`src/hdl/nsng_pkg.sv`:
```
// Package for the nth smooth number generator: widths, microcode control word,
// sequencer step codes and the microcode program table.
// No dependencies.
`timescale 1ns / 1ps

package nsng_pkg;

    localparam int NSNG_MAX_INDEX = 1024;
    localparam int INDEX_W        = 11;
    localparam int VALUE_W        = 31;
    localparam int PROD_W         = VALUE_W + 3;   // room for x5
    localparam int STEP_W         = 4;

    // Step codes of the microprogram
    localparam logic [STEP_W-1:0] STEP_IDLE  = 4'd0;
    localparam logic [STEP_W-1:0] STEP_CHECK = 4'd1;
    localparam logic [STEP_W-1:0] STEP_LOOP  = 4'd2;
    localparam logic [STEP_W-1:0] STEP_RD3   = 4'd3;
    localparam logic [STEP_W-1:0] STEP_RD5   = 4'd4;
    localparam logic [STEP_W-1:0] STEP_LD5   = 4'd5;
    localparam logic [STEP_W-1:0] STEP_GEN   = 4'd6;
    localparam logic [STEP_W-1:0] STEP_FIN   = 4'd7;
    localparam logic [STEP_W-1:0] STEP_EMIT  = 4'd8;
    localparam logic [STEP_W-1:0] STEP_ERR   = 4'd9;

    // Read address source
    typedef enum logic [1:0] {
        RD_P2   = 2'd0,
        RD_P3   = 2'd1,
        RD_P5   = 2'd2,
        RD_LAST = 2'd3
    } rd_src_t;

    // Which cached operand takes the read data
    typedef enum logic [1:0] {
        LD_NONE = 2'd0,
        LD_V2   = 2'd1,
        LD_V3   = 2'd2,
        LD_V5   = 2'd3
    } ld_t;

    // Jump condition
    typedef enum logic [2:0] {
        C_NEXT     = 3'd0,
        C_ALWAYS   = 3'd1,
        C_NO_START = 3'd2,
        C_BAD      = 3'd3,
        C_FULL     = 3'd4
    } cond_t;

    typedef struct packed {
        logic              accept;
        rd_src_t           rd_src;
        ld_t               ld;
        logic              gen;
        logic              emit_val;
        logic              emit_err;
        cond_t             cond;
        logic [STEP_W-1:0] target;
    } ctrl_t;

    typedef struct packed {
        logic bad;
        logic full;
    } status_t;

    localparam ctrl_t CTRL_NOP = '{
        accept:   1'b0,
        rd_src:   RD_P2,
        ld:       LD_NONE,
        gen:      1'b0,
        emit_val: 1'b0,
        emit_err: 1'b0,
        cond:     C_NEXT,
        target:   STEP_IDLE
    };

    // Microprogram: one control word per step
    function automatic ctrl_t ucode_rom(input logic [STEP_W-1:0] step);
        ctrl_t w;
        w = CTRL_NOP;
        unique case (step)
            STEP_IDLE:
            begin
                w.accept = 1'b1;
                w.cond   = C_NO_START;
                w.target = STEP_IDLE;
            end
            STEP_CHECK:
            begin
                w.cond   = C_BAD;
                w.target = STEP_ERR;
            end
            STEP_LOOP:
            begin
                w.rd_src = RD_P2;
                w.cond   = C_FULL;
                w.target = STEP_FIN;
            end
            STEP_RD3:
            begin
                w.rd_src = RD_P3;
                w.ld     = LD_V2;
            end
            STEP_RD5:
            begin
                w.rd_src = RD_P5;
                w.ld     = LD_V3;
            end
            STEP_LD5:
            begin
                w.ld = LD_V5;
            end
            STEP_GEN:
            begin
                w.gen    = 1'b1;
                w.cond   = C_ALWAYS;
                w.target = STEP_LOOP;
            end
            STEP_FIN:
            begin
                w.rd_src = RD_LAST;
            end
            STEP_EMIT:
            begin
                w.emit_val = 1'b1;
                w.cond     = C_ALWAYS;
                w.target   = STEP_IDLE;
            end
            STEP_ERR:
            begin
                w.emit_err = 1'b1;
                w.cond     = C_ALWAYS;
                w.target   = STEP_IDLE;
            end
            default:
            begin
                w.cond   = C_ALWAYS;
                w.target = STEP_IDLE;
            end
        endcase
        return w;
    endfunction

endpackage

```
`src/hdl/nsng_sequencer.sv`:
```
// Microcode sequencer: step counter, program table lookup and conditional jumps.
// Depends on nsng_pkg.
`timescale 1ns / 1ps

module nsng_sequencer (
    input  logic             clk,
    input  logic             rst_n,
    input  logic             start,
    input  nsng_pkg::status_t stat,
    output nsng_pkg::ctrl_t  ctrl,
    output logic             busy
);
    import nsng_pkg::*;

    logic [STEP_W-1:0] step_reg;
    logic [STEP_W-1:0] step_next;
    logic              take_jump;

    // Current control word
    assign ctrl = ucode_rom(step_reg);
    assign busy = (step_reg != STEP_IDLE);

    // Jump condition decode
    always_comb
    begin
        unique case (ctrl.cond)
            C_NEXT:     take_jump = 1'b0;
            C_ALWAYS:   take_jump = 1'b1;
            C_NO_START: take_jump = !start;
            C_BAD:      take_jump = stat.bad;
            C_FULL:     take_jump = stat.full;
            default:    take_jump = 1'b1;
        endcase
        step_next = take_jump ? ctrl.target : step_reg + STEP_W'(1);
    end

    always_ff @(posedge clk or negedge rst_n)
    begin
        if (!rst_n)
        begin
            step_reg <= STEP_IDLE;
        end
        else
        begin
            step_reg <= step_next;
        end
    end

endmodule

```
`config.mk`:
```
export PLATFORM = sky130hd
export DESIGN_NAME = nsng_sequencer
export DESIGN_NICKNAME = d
export VERILOG_FILES = /design/src/hdl/nsng_pkg.sv /design/src/hdl/nsng_sequencer.sv
export SDC_FILE = /design/constraint.sdc
export NUM_CORES = 1
export LEC_CHECK = 0
export BUFFER_PORTS_ARGS = -buffer_cell sky130_fd_sc_hd__buf_2
export CAP_MARGIN = 20
export CORE_AREA = 2 2 39 41
export DETAILED_ROUTE_END_ITERATION = 12
export DIE_AREA = 0 0 41 43
export PLACE_DENSITY = 0.69
export SLEW_MARGIN = 10
export SYNTH_ARGS = -nofsm -noshare
export SYNTH_HDL_FRONTEND = slang
export SYNTH_SLANG_ARGS = --single-unit
```
`constraint.sdc`:
```
create_clock -name clk -period 3.35 [get_ports clk]
set_clock_uncertainty 0.1 [all_clocks]
set_input_delay 0.5025 -clock clk [delete_from_list [all_inputs] [get_ports clk]]
set_output_delay 0.5025 -clock clk [all_outputs]
set_load 0.02 [all_outputs]
```
==> flow_summary_export.csv <==
group,metric,value,unit
placement,place_inst,81,
flow_run,drv_cap,0,
critical_path,crit_fanout,7,
placement,place_area,558,um2
critical_path,max_stage_delay,430,ps
final_layout,final_area,591,um2
critical_path,worst-path-buf-inv,2,
global_routing,grt_antenna_before_repair,0,
sta,tightest_slew,477,ps
routing,postRouteAntennaNets,0,
sta,setup_viol,0,
floorplanning,start_util,0.333,
floorplanning,die_h,43,um
synth,yosysUniqueCellTypes,26,
synth,ys_seq_elements,4,
synth,yosysWarnings,0,
power_and_ir_drop,power,732,uW
power_and_ir_drop,p_leak,0.000323,uW
synth,seq_area_frac_synth,0.217,
sta,finalMaxSlewViolations,0,
routing,drt_iter0_markers,10,
critical_path,setup.worst_path.end_class,"primary output",
sta,hold_viol,0,
final_layout,area.growth.synth_to_final,28.3,%
routing,first_pass_iters,2,
critical_path,crit_path_start_kind,"register",
cts,clk_latency,240,ps
floorplanning,rows,14,
synth,async_flop_share,1.00,
power_and_ir_drop,peakVddDrop,433,uV
power_and_ir_drop,power.density,1240,mW/mm2
synth,synth_edf_count,0,
routing,routed-via-count,412,
global_routing,grt_pass1_wl,1.61,mm
final_layout,n_antenna_cell,0,
cts,ctsLongestPathBuffers,2,
routing,post_drt_via_cell_ratio,4.85,
sta,tns,0,ps
critical_path,crit_required,2750,ps
cts,post_cts_buffers,0,
routing,drc_errors,0,
global_routing,gr-usage-all-layers,0.133,
floorplanning,ios,21,
floorplanning,core-area,0.00138,mm2
placement,port_buffers,20,
floorplanning,die_x,41,um
placement,hpwl,805,um
final_layout,final_nets,80,
synth,avgSynthCellArea,9.59,um2
global_routing,gr-total-overflow,0,
cts,cts_buffers,3,
final_layout,fillCellCount,152,
final_layout,drive_gt1_frac,0.449,
critical_path,cp_top_family,"compound AO/OA/AOI/OAI gates",
floorplanning,dieArea,0.00176,mm2
critical_path,critPathArrivalTime,1750,ps
cts,cts_tree,"done",
sta,period_minus_slack,2360,ps
cts,clk_pin_slew,40,ps
placement,gp_congestion,0.731,
critical_path,path_cells,"inv_1 > ha_1 > nor2b_1 > a2111o_1 > buf_2",
synth,syn-num-nets,57,
sta,relSlewSlack,0.682,
critical_path,criticalPathCategory,"reg2out",
sta,period_share,0.703,
routing,wirelength,991,um
global_routing,grt_pass1_vias,394,
synth,synth_ff_type,"dfrtp_1",
sta,max_freq,0.424,GHz
worst_hold_path,min-delay-path-class,"in2async",
final_layout,largest_register_ffs,4,
global_routing,grt_max_degree,14,
routing,wire_per_inst,11.7,um
synth,synth_cells,48,
sta,rsz0062_at_grt,"false",
outcome,status,"finished clean",
synth,netlist_area,460,um2
cts,cts-root-buf,"clkbuf_4",
final_layout,post-route-util,0.427,
cts,clock-sinks,4,
final_layout,finalNonFillerCells,85,
cts,cts.htree.levels,1,
critical_path,slowest_stage,"a2111o_1",
## synthesized netlist by cell type (3+ instances only)
cell / instances / area (um2)
ha_1: 4 / 50.1
inv_1: 4 / 15.0
nor3_1: 3 / 15.0
mux2_4: 4 / 60.1
nor2_1: 7 / 26.3
dfrtp_1: 4 / 100
nor2b_1: 3 / 18.8
## cell families after synthesis
kind of cell / count (synthesis) / share of synthesized area
buf+inv: 7 / 0.0815
compound gates: 4 / 0.0897
simple gates: 21 / 0.264
fa+ha+maj: 4 / 0.109
mux: 6 / 0.201
flops: 4 / 0.217
xor+xnor: 2 / 0.0381
## metrics by stage
stage,hold slack (ps),setup slack (ps)
after floorplan,107,1080
after global placement,214,1150
after detailed placement,215,1110
after CTS,500,991
after global routing,513,876
final,501,994
## cells in the final DEF, fill, tap and decap left out
| master | netlist | layout |
|---|---|---|
| buf_2 | 0 | 20 |
| nor2_1 | 7 | 7 |
| inv_1 | 4 | 4 |
| mux2_4 | 4 | 4 |
| ha_1 | 4 | 4 |
| dfrtp_1 | 4 | 4 |
| nor3_1 | 3 | 3 |
| nor2b_1 | 3 | 3 |
| clkbuf_4 | 0 | 3 |
| nand2b_1 | 1 | 1 |
| nor2_4 | 1 | 1 |
| nand2_1 | 1 | 1 |
| mux2i_1 | 1 | 1 |
| nor4_1 | 1 | 1 |
| a2111o_1 | 1 | 1 |
| xor2_1 | 1 | 1 |
| o21bai_1 | 1 | 1 |
| a2111oi_2 | 1 | 1 |
| or4b_4 | 1 | 1 |
| mux2i_4 | 1 | 1 |
| o21a_1 | 1 | 1 |
| and2_1 | 1 | 1 |
| nand3_1 | 1 | 1 |
| xnor2_1 | 1 | 1 |
| and3b_1 | 1 | 1 |
| dlygate4sd3_1 | 0 | 1 |
## final cells by class
cell class / count / area [um2] / share of cell area
timing repair buffer: 21 / 110 / 0.186
clock buffer: 3 / 22.5 / 0.0381
inverter: 4 / 15.0 / 0.0254
multi-input combinational: 37 / 323 / 0.547
sequential: 4 / 100 / 0.169
tap: 16 / 20.0 / 0.0339
## power breakdown
part	total, uW	internal, uW	switching (uW)
Sequential	112	69.7	42.5
Combinational	560	258	302
Clock	59.5	40.0	19.5
## per-layer routing
layer,wire [um],GRT usage,share of wire,up-vias
li1,-,-,-,207
met1,414,0.150,0.42,188
met2,501,0.231,0.51,15
met3,58,0.0157,0.059,2
met4,17,0.0600,0.017,0
met5,0,0,0,-
## final timing paths
kind | start | end | slack (ps) | cells after the start
max | step_reg[1]$_DFF_PN0_ | ctrl[4] | 990 | 5
min reg2reg | step_reg[0]$_DFF_PN0_ | step_reg[0]$_DFF_PN0_ | 610 | 2
min in group clk | step_reg[0]$_DFF_PN0_ | step_reg[0]$_DFF_PN0_ | 610 | 2
min | rst_n | step_reg[2]$_DFF_PN0_ | 500 | 2
max reg2reg | step_reg[0]$_DFF_PN0_ | step_reg[0]$_DFF_PN0_ | 1120 | 6
max in group asynchronous | rst_n | step_reg[0]$_DFF_PN0_ | 2520 | 2
## what timing repair did
item / 4_1_cts / 5_1_grt
hold endpoints to repair: 4 / 0
resized for setup: 0 / 0
hold buffers: 1 / 0
## worst register-to-register path, delay by kind of cell, from the launching register on
kind / cells / cell delay (ps)
flip-flops: 1 / 410
adder cells (fa/ha/maj): 1 / 280
multiplexers: 2 / 590
AND/OR/NAND/NOR: 2 / 610
buffers and inverters: 1 / 120
No activity file was read; power rests on OpenSTA's default activity.
